--- config.mk ---
export PLATFORM = sky130hd
export DESIGN_NAME = sprite_list_walker
export DESIGN_NICKNAME = d
export VERILOG_FILES = /design/src/rtl/slw_pkg.sv /design/src/rtl/slw_front.sv /design/src/rtl/slw_back.sv /design/src/rtl/sprite_list_walker.sv
export VERILOG_INCLUDE_DIRS = /design/src /design/src/rtl
export SDC_FILE = /design/constraint.sdc
export NUM_CORES = 2
export LEC_CHECK = 0
export ABC_CLOCK_PERIOD_IN_PS = 9900
export CORE_MARGIN = 10
export CORE_UTILIZATION = 60
export DETAILED_ROUTE_END_ITERATION = 10
export DONT_BUFFER_PORTS = 1
export HOLD_SLACK_MARGIN = 0.15
export PLACE_DENSITY = 0.72
export SLEW_MARGIN = 20
export SYNTH_ARGS = -nofsm -noshare
export SYNTH_HDL_FRONTEND = slang
export SYNTH_SLANG_ARGS = --single-unit
export TNS_END_PERCENT = 100
--- constraint.sdc ---
create_clock -name clk -period 9.9 [get_ports clk]
set_input_delay 0.495 -clock clk [delete_from_list [all_inputs] [get_ports clk]]
set_output_delay 0.495 -clock clk [all_outputs]
set_load 0.05 [all_outputs]
--- src/rtl/sprite_list_walker_assert.svh ---
// Assertion macros used by the sprite list walker back end (slw_back).
`ifndef SPRITE_LIST_WALKER_ASSERT_SVH
`define SPRITE_LIST_WALKER_ASSERT_SVH

// Same-cycle implication, checked outside reset.
`define SLW_ASSERT_NOW(label, clk, rst, ante, cons, msg) \
  label: assert property (@(posedge clk) disable iff (rst) (ante) |-> (cons)) else $error(msg);

// Next-cycle implication, checked outside reset.
`define SLW_ASSERT_NEXT(label, clk, rst, ante, cons, msg) \
  label: assert property (@(posedge clk) disable iff (rst) (ante) |=> (cons)) else $error(msg);

`endif

--- src/rtl/slw_pkg.sv ---
// Shared types and constants of the sprite list walker.
package slw_pkg;

  localparam int SPRITE_SLOTS_DEF = 24;
  localparam int ROW_W = 6;
  localparam int LANE_W = 2;
  localparam int LANES = 4;
  localparam int STORE_ROWS = 64;
  localparam int QDEPTH = 4;
  localparam int OUT_DATA_W = 40;
  localparam int CFG_ADDR_W = 3;

  localparam logic KIND_WRITE = 1'b0;
  localparam logic KIND_WALK = 1'b1;

  localparam logic REG_FLIP_SCREEN = 1'b0;

  localparam logic [7:0] Y_LOW = 8'd3;
  localparam logic [7:0] Y_HIGH = 8'hfc;
  localparam logic [8:0] X_OFS = 9'd7;
  localparam logic [8:0] X_FLIP_BASE = 9'd233;
  localparam logic [8:0] Y_BASE = 9'd225;
  localparam logic [8:0] Y_FLIP_OFS = 9'd15;

  typedef struct packed {
    logic is_walk;
    logic [ROW_W-1:0] row;
    logic [LANE_W-1:0] lane;
    logic [7:0] data;
  } cmd_t;

  typedef struct packed {
    logic [7:0] tile_code;
    logic [8:0] screen_x;
    logic [8:0] screen_y;
    logic [3:0] palette_sel;
    logic mirror_x;
    logic mirror_y;
    logic visible;
    logic last;
  } draw_t;

endpackage

--- src/rtl/slw_front.sv ---
// Input side: classifies incoming words and queues them for the walker.
module slw_front (
  input  logic clk,
  input  logic rst,
  input  logic s_tvalid,
  output logic s_tready,
  input  logic [15:0] s_tdata,
  input  logic s_tuser,
  output logic cmd_valid,
  input  logic cmd_ready,
  output slw_pkg::cmd_t cmd
);

  localparam int PW = $clog2(slw_pkg::QDEPTH);

  slw_pkg::cmd_t slots [slw_pkg::QDEPTH];
  logic [PW-1:0] wr_ptr;
  logic [PW-1:0] rd_ptr;
  logic [PW:0] count;
  logic push;
  logic pop;
  slw_pkg::cmd_t incoming;

  assign s_tready = (count != (PW+1)'(slw_pkg::QDEPTH));
  assign cmd_valid = (count != '0);
  assign cmd = slots[rd_ptr];
  assign push = s_tvalid && s_tready;
  assign pop = cmd_valid && cmd_ready;

  always_comb begin
    incoming.is_walk = (s_tuser == slw_pkg::KIND_WALK);
    incoming.lane = s_tdata[slw_pkg::LANE_W-1:0];
    incoming.row = s_tdata[7:slw_pkg::LANE_W];
    incoming.data = s_tdata[15:8];
  end

  always_ff @(posedge clk) begin
    if (push) begin
      slots[wr_ptr] <= incoming;
    end
  end

  always_ff @(posedge clk) begin
    if (rst) begin
      wr_ptr <= '0;
      rd_ptr <= '0;
      count <= '0;
    end else begin
      if (push) begin
        wr_ptr <= wr_ptr + PW'(1);
      end
      if (pop) begin
        rd_ptr <= rd_ptr + PW'(1);
      end
      if (push && !pop) begin
        count <= count + (PW+1)'(1);
      end else if (pop && !push) begin
        count <= count - (PW+1)'(1);
      end
    end
  end

endmodule

--- src/rtl/slw_back.sv ---
// Execution side: sprite store, list walk and draw command output register.
`include "sprite_list_walker_assert.svh"

module slw_back #(
  parameter int SPRITE_SLOTS = slw_pkg::SPRITE_SLOTS_DEF
) (
  input  logic clk,
  input  logic rst,
  input  logic flip_screen,
  input  logic cmd_valid,
  output logic cmd_ready,
  input  slw_pkg::cmd_t cmd,
  output logic out_valid,
  input  logic out_ready,
  output slw_pkg::draw_t out_draw
);

  localparam int KW = $clog2(SPRITE_SLOTS + 1);
  localparam int RW = slw_pkg::ROW_W;

  logic walking;
  logic [KW-1:0] k;
  logic s1_valid;
  logic s1_last;
  logic advance;
  logic issue;
  logic wr_en;
  logic start;
  logic [RW-1:0] rd_row;
  logic [7:0] rd_data [slw_pkg::LANES];
  logic [slw_pkg::LANES-1:0] rd_vld;
  logic [7:0] raw_y;
  logic [7:0] raw_code;
  logic [7:0] raw_attr;
  logic [7:0] raw_x;
  slw_pkg::draw_t draw_next;

  assign cmd_ready = !walking;
  assign wr_en = cmd_valid && cmd_ready && !cmd.is_walk;
  assign start = cmd_valid && cmd_ready && cmd.is_walk;
  assign advance = !out_valid || out_ready;
  assign issue = walking && (!s1_valid || advance);
  assign rd_row = (k == KW'(1)) ? RW'(SPRITE_SLOTS - 1) : RW'(k - KW'(2));

  for (genvar l = 0; l < slw_pkg::LANES; l++) begin : g_lane
    logic [7:0] mem [slw_pkg::STORE_ROWS];
    logic [slw_pkg::STORE_ROWS-1:0] vld;

    always_ff @(posedge clk) begin
      if (wr_en && cmd.lane == slw_pkg::LANE_W'(l)) begin
        mem[cmd.row] <= cmd.data;
      end
      if (issue) begin
        rd_data[l] <= mem[rd_row];
      end
    end

    always_ff @(posedge clk) begin
      if (rst) begin
        vld <= '0;
        rd_vld[l] <= 1'b0;
      end else begin
        if (wr_en && cmd.lane == slw_pkg::LANE_W'(l)) begin
          vld[cmd.row] <= 1'b1;
        end
        if (issue) begin
          rd_vld[l] <= vld[rd_row];
        end
      end
    end
  end

  assign raw_y = rd_vld[0] ? rd_data[0] : 8'd0;
  assign raw_code = rd_vld[1] ? rd_data[1] : 8'd0;
  assign raw_attr = rd_vld[2] ? rd_data[2] : 8'd0;
  assign raw_x = rd_vld[3] ? rd_data[3] : 8'd0;

  always_comb begin
    draw_next = '0;
    draw_next.last = s1_last;
    if (raw_y >= slw_pkg::Y_LOW && raw_y <= slw_pkg::Y_HIGH) begin
      draw_next.visible = 1'b1;
      draw_next.tile_code = raw_code;
      draw_next.palette_sel = raw_attr[3:0];
      draw_next.mirror_x = raw_attr[6] ^ flip_screen;
      draw_next.mirror_y = raw_attr[7] ^ flip_screen;
      if (flip_screen) begin
        draw_next.screen_x = slw_pkg::X_FLIP_BASE - {1'b0, raw_x};
        draw_next.screen_y = {1'b0, raw_y} - slw_pkg::Y_FLIP_OFS;
      end else begin
        draw_next.screen_x = {1'b0, raw_x} - slw_pkg::X_OFS;
        draw_next.screen_y = slw_pkg::Y_BASE - {1'b0, raw_y};
      end
    end
  end

  always_ff @(posedge clk) begin
    if (advance && s1_valid) begin
      out_draw <= draw_next;
    end
  end

  always_ff @(posedge clk) begin
    if (rst) begin
      walking <= 1'b0;
      k <= '0;
      s1_valid <= 1'b0;
      s1_last <= 1'b0;
      out_valid <= 1'b0;
    end else begin
      if (start) begin
        walking <= 1'b1;
        k <= KW'(SPRITE_SLOTS);
      end else if (issue) begin
        k <= k - KW'(1);
        if (k == KW'(1)) begin
          walking <= 1'b0;
        end
      end
      if (issue) begin
        s1_valid <= 1'b1;
        s1_last <= (k == KW'(1));
      end else if (advance) begin
        s1_valid <= 1'b0;
      end
      if (advance) begin
        out_valid <= s1_valid;
      end
    end
  end

  `SLW_ASSERT_NOW(a_walk_count, clk, rst, walking, k != '0, "walk active with no entries left")
  `SLW_ASSERT_NEXT(a_walk_end, clk, rst, issue && k == KW'(1), !walking, "walk did not end after final entry")
  `SLW_ASSERT_NEXT(a_stage_hold, clk, rst, s1_valid && !advance, s1_valid && $stable(s1_last), "read stage lost an entry under stall")

endmodule

--- src/rtl/sprite_list_walker.sv ---
// Top level of the sprite list walker: ports, register file and submodules.
//
// The input channel carries one word per cycle while tready is high: tuser low
// selects a store byte write (tdata holds address, then data), tuser high
// starts a list walk. A walk emits SPRITE_SLOTS draw commands on the output
// channel, entries SPRITE_SLOTS-2 down to 0 and then the top entry; the final
// one has tlast set. Store writes produce no output word. A walk reads one
// sprite store row per command, and each command passes the read stage and
// then the output register. A four-word queue sits between input and walker,
// so writes keep arriving while a walk is in progress. When the receiver
// stalls, the output register and one read stage hold their commands and the
// walk pauses; the queue then fills and the input deasserts tready. Reset
// clears the sprite store, the queue and the flip_screen register. The user
// must write flip_screen over the APB port (paddr[2] low, so addresses 0 to 3)
// only while the block is idle; the block does not enforce this.
module sprite_list_walker #(
  parameter int SPRITE_SLOTS = slw_pkg::SPRITE_SLOTS_DEF
) (
  input  logic clk,
  input  logic rst,
  input  logic s_tvalid,
  output logic s_tready,
  input  logic [15:0] s_tdata,  // byte_addr[7:0], byte_data[15:8]
  input  logic s_tuser,         // kind
  output logic m_tvalid,
  input  logic m_tready,
  // tile_code[7:0], screen_x[16:8], screen_y[25:17], palette_sel[29:26],
  // mirror_x[30], mirror_y[31], visible[32], zero[39:33]
  output logic [slw_pkg::OUT_DATA_W-1:0] m_tdata,
  output logic m_tlast,
  input  logic psel,
  input  logic penable,
  input  logic pwrite,
  input  logic [slw_pkg::CFG_ADDR_W-1:0] paddr,
  input  logic [31:0] pwdata,
  output logic [31:0] prdata,
  output logic pready
);

  logic flip_screen;
  logic cmd_valid;
  logic cmd_ready;
  slw_pkg::cmd_t cmd;
  slw_pkg::draw_t out_draw;

  assign pready = 1'b1;
  assign prdata = (paddr[2] == slw_pkg::REG_FLIP_SCREEN) ? {31'd0, flip_screen} : 32'd0;

  always_ff @(posedge clk) begin
    if (rst) begin
      flip_screen <= 1'b0;
    end else if (psel && penable && pwrite && pready
                 && paddr[2] == slw_pkg::REG_FLIP_SCREEN) begin
      flip_screen <= pwdata[0];
    end
  end

  slw_front u_front (
    .clk      (clk),
    .rst      (rst),
    .s_tvalid (s_tvalid),
    .s_tready (s_tready),
    .s_tdata  (s_tdata),
    .s_tuser  (s_tuser),
    .cmd_valid(cmd_valid),
    .cmd_ready(cmd_ready),
    .cmd      (cmd)
  );

  slw_back #(
    .SPRITE_SLOTS(SPRITE_SLOTS)
  ) u_back (
    .clk        (clk),
    .rst        (rst),
    .flip_screen(flip_screen),
    .cmd_valid  (cmd_valid),
    .cmd_ready  (cmd_ready),
    .cmd        (cmd),
    .out_valid  (m_tvalid),
    .out_ready  (m_tready),
    .out_draw   (out_draw)
  );

  assign m_tdata = {7'd0, out_draw.visible, out_draw.mirror_y, out_draw.mirror_x,
                    out_draw.palette_sel, out_draw.screen_y, out_draw.screen_x,
                    out_draw.tile_code};
  assign m_tlast = out_draw.last;

endmodule
==> impl_metrics.tcl <==
set metrics [dict create \
    max_slew.worst_pin.slew_ns 1.18 \
    detail_route.drc_violations 0 \
    detailedRoute.firstIterationViolations 6071 \
    nets 4889 \
    clkSlewWorstSetupHoldPaths_ns 0.06 \
    cts.path.max_buffers 3 \
    yosys.cell_types.count 68 \
    routed-via-count 43200 \
    switchingPower_uw 9840 \
    critPathMaxFanout 54 \
    top_achievable_clock_speed_mhz 184 \
    peakVddDrop_mv 0.336 \
    yosysWarningCount 0 \
    startpoint_type "flip-flop" \
    critical_path.most_common_cell "sky130_fd_sc_hd__buf_4" \
    fin_worst_skew_ns 0.0352 \
    placement.setup.worst_slack_ns 4.61 \
    antenna_found_initial 7 \
    postRouteWirelength_um 187000 \
    wl_per_cell_um 28.8 \
    grt_remaining_overflow 0 \
    worst-setup-path-type "reg -> reg" \
    share_comb_of_total_power_pct 37.4 \
    crit_path_top_delay_cell "sky130_fd_sc_hd__nor3_1" \
    post_cts.repair.setup_buffers 0 \
    synth_edf_count 1564 \
    die_width_um 364 \
    internal_power_uw 15700 \
    io_pins 135 \
    die_area_um2 133000 \
    fin_crit_sh_pct 54.9 \
    power_density_nw_per_um2 328 \
    port_buffers 0 \
    status "finished clean" \
    rows 126 \
    die_ht_um 364 \
    syn-mean-instance-area_um2 14.4 \
    power.switching_fraction_pct 38.5 \
    worstPathCellList "ha_1 -> or4b_4 -> buf_4 -> nand2_4 -> buf_4 -> o21ai_0 -> o22ai_1 -> o32ai_1 -> nor3_1 -> a22o_1" \
    drive_above_1_share_pct 13.5 \
    synthesis.instances 4926 \
    timing.slew.headroom_pct 21.4 \
    root_cell_of_the_clock_tree "sky130_fd_sc_hd__clkbuf_16" \
    tritoncts "yes" \
    cts-buffers-inserted 171 \
    power_frac_clock_pct 25.1 \
    worstPathRequired_ns 10.53 \
    drtAntennaViolNets 0 \
    count_of_endpoints_failing_hold_in_the_final_timing_report 0 \
    stdcell_count 6501 \
    first_pass_grt_wire_length_um 275000 \
    post-route-min-period_ns 5.44 \
    cts_h_tree_depth 4 \
    drt_first_pass_iters 8 \
    dp_hpwl_um 109000 \
    dominantRegCellSynth "sky130_fd_sc_hd__edfxtp_1" \
    layout-area-overhead-vs-synth_pct 9.63 \
    ys_ff_latch 1787 \
    vias_in_the_first_global_route 42100 \
    grt_start_max_net_pins 223 \
    clkSinkCount 1787 \
    gp_congestion 0.884 \
    core_area_um2 118000 \
    initial_core_util_pct 60.3 \
    post_drt_via_cell_ratio 6.65 \
    gr-usage-all-layers_pct 27.8 \
    rsz0062_at_grt "false" \
    timing.critical_path.slowest_cell_delay_ns 0.79 \
    synth_area_um2 71000 \
    power.sequential.fraction_pct 37.5 \
    timing.hold.ws_ns 0.230 \
    timing.setup.tns_ns 0 \
    total_placed_cells_including_tap_cells 6151 \
    worstSetupEndpointType "flip-flop" \
    postLayoutCoreUtil_pct 66.1 \
    n_fill_cell 8078 \
    worst_slack_ns 4.46 \
    synth.yosys.seq_area_share_pct 72.4 \
    max_cap_viols 0 \
    leakage_power_summed_over_all_cells_uw 0.0253 \
    worst-endpoint-arrival_ns 6.06 \
    finalSetupViolations 0 \
    async_reset_ff_share_pct 0 \
    clk_latency_ns 0.79 \
    slew_viol_final 0 \
    hold_path_class "in -> reg" \
]
critical path, delay by kind of cell (launching register included):
family	cells	cell delay [ns]
and+or+nand+nor	3	2.06
DFF	1	0.63
adders and majority gates	1	0.29
AOI/OAI and AO/OA	4	1.04
buffers and inverters	2	1.12
area by class of cell:
class,count,area [um^2],area share (%)
Antenna cell,3,7.51,0.00964
Clock buffer,244,4850,6.23
Clock inverter,78,656,0.842
Inverter,18,68.8,0.0883
Multi-Input combinational cell,2750,18100,23.3
Sequential cell,1787,51400,66.0
Tap cell,1536,1920,2.47
Timing Repair Buffer,85,841,1.08
synth_stat cells, types with 4 or more instances:
cell type / count / area share [%]
sky130_fd_sc_hd__a31oi_1: 47 / 0.41
sky130_fd_sc_hd__dfxtp_1: 223 / 6.3
sky130_fd_sc_hd__a211o_1: 4 / 0.049
sky130_fd_sc_hd__clkbuf_1: 285 / 1.5
sky130_fd_sc_hd__mux2i_1: 142 / 2.0
sky130_fd_sc_hd__o22ai_1: 67 / 0.59
sky130_fd_sc_hd__a211oi_1: 71 / 0.75
sky130_fd_sc_hd__edfxtp_1: 1564 / 66
sky130_fd_sc_hd__o221ai_1: 103 / 1.3
sky130_fd_sc_hd__inv_1: 17 / 0.090
sky130_fd_sc_hd__or3_1: 6 / 0.053
sky130_fd_sc_hd__nor4_1: 31 / 0.27
sky130_fd_sc_hd__buf_1: 31 / 0.16
sky130_fd_sc_hd__nand2b_1: 7 / 0.062
sky130_fd_sc_hd__xor2_1: 11 / 0.14
sky130_fd_sc_hd__o21ai_0: 210 / 1.5
sky130_fd_sc_hd__a21oi_1: 311 / 2.2
sky130_fd_sc_hd__a22oi_1: 62 / 0.66
sky130_fd_sc_hd__and2_1: 12 / 0.11
sky130_fd_sc_hd__nand3_1: 25 / 0.18
sky130_fd_sc_hd__xnor2_1: 12 / 0.15
sky130_fd_sc_hd__o311ai_0: 56 / 0.69
sky130_fd_sc_hd__a221oi_1: 34 / 0.42
sky130_fd_sc_hd__or2_2: 55 / 0.48
sky130_fd_sc_hd__buf_4: 47 / 0.50
sky130_fd_sc_hd__a22o_1: 32 / 0.39
sky130_fd_sc_hd__and3_1: 57 / 0.50
sky130_fd_sc_hd__o32ai_1: 30 / 0.37
sky130_fd_sc_hd__nor3_1: 43 / 0.30
sky130_fd_sc_hd__o211ai_1: 14 / 0.15
sky130_fd_sc_hd__buf_2: 45 / 0.32
sky130_fd_sc_hd__nand2_1: 343 / 1.8
sky130_fd_sc_hd__ha_1: 16 / 0.28
sky130_fd_sc_hd__mux2_2: 124 / 2.0
sky130_fd_sc_hd__nor2_1: 561 / 3.0
sky130_fd_sc_hd__nand3b_1: 5 / 0.053
sky130_fd_sc_hd__nor2b_1: 44 / 0.39
sky130_fd_sc_hd__mux4_2: 84 / 2.7
sky130_fd_sc_hd__o2111ai_1: 5 / 0.062
sky130_fd_sc_hd__o21ba_2: 50 / 0.70
timing repair:
action	CTS	global route
setup endpoints to repair	0	0
resized for setup	0	0
hold buffers	23	0
hold endpoints to repair	291	0
cells in the final DEF, fill, tap and decap left out, drive strengths merged, types with 57 or more instances in the layout:
cell type / count
mux4: 84
clkinv: 57
and3: 57
nor2: 562
o21ai: 210
dfxtp: 223
o22ai: 67
clkbuf: 244
mux2i: 142
o221ai: 103
a211oi: 71
mux2: 124
edfxtp: 1564
buf: 63
a21oi: 311
a22oi: 62
nand2: 344
layer usage:
metal,track usage (%),part of all wire (%),wire [um],up-vias
li1,-,-,-,18600
met1,38.7,39,73400,21800
met2,43.2,46,86700,2453
met3,6.11,11,19900,383
met4,10.4,3.7,6990,0
met5,0,0,0,-
logic make-up after synthesis:
family | count (synthesis) | synth area share, %
DFF | 1787 | 72.4
and+or+nand+nor | 1201 | 7.33
AOI/OAI and AO/OA | 1120 | 10.5
xor gates and xnor gates | 23 | 0.284
other | 2 | 0.0106
muxes | 350 | 6.63
adders and majority gates | 17 | 0.310
buffers and inverters | 426 | 2.58
worst paths after layout:
kind	startpoint	to	slack, ns	depth (start not counted)
setup reg to reg	u_back.k[0]	u_back.rd_data[1][3]	4.46	10
hold reg to reg	u_back.s1_last	u_back.out_draw[0]	0.46	0
hold / removal	rst	u_back.out_valid	0.23	2
setup / recovery	u_back.k[0]	u_back.rd_data[1][3]	4.46	10
power by group through the flow:
stage | Sequential (uW) | Clock (uW) | Combinational (uW)
after floorplan | 9650 | 0 | 5780
after global placement | 9740 | 0 | 9100
after detailed placement | 9750 | 0 | 9280
after CTS | 9590 | 6440 | 9340
after global routing | 9600 | 6750 | 9980
final | 9590 | 6410 | 9540
flip-flops by register name, summed over array words and instances, names as in the netlist, named ones only:
| register | flops |
|---|---|
| u_back.g_lane.mem | 1432 |
| flip_screen | 1 |
| u_back.walking | 1 |
| u_back.out_valid | 1 |
| u_back.out_draw | 34 |
| u_back.g_lane.vld | 200 |
| u_back.rd_data | 30 |
| u_back.s1_valid | 1 |
| u_front.rd_ptr | 2 |
| u_back.rd_vld | 4 |
| u_back.s1_last | 1 |
| u_back.k | 5 |
| u_front.wr_ptr | 2 |
| u_front.count | 3 |
| u_front.slots | 68 |
metrics by stage:
step / cell area, um^2 / power, uW
floorplan: 71200 / 15400
global placement: 72100 / 18800
detailed placement: 72100 / 19000
CTS: 77800 / 25400
global route: 77900 / 26300
finish: 77900 / 25500
Note: power is estimated with default switching activity, not from simulation.
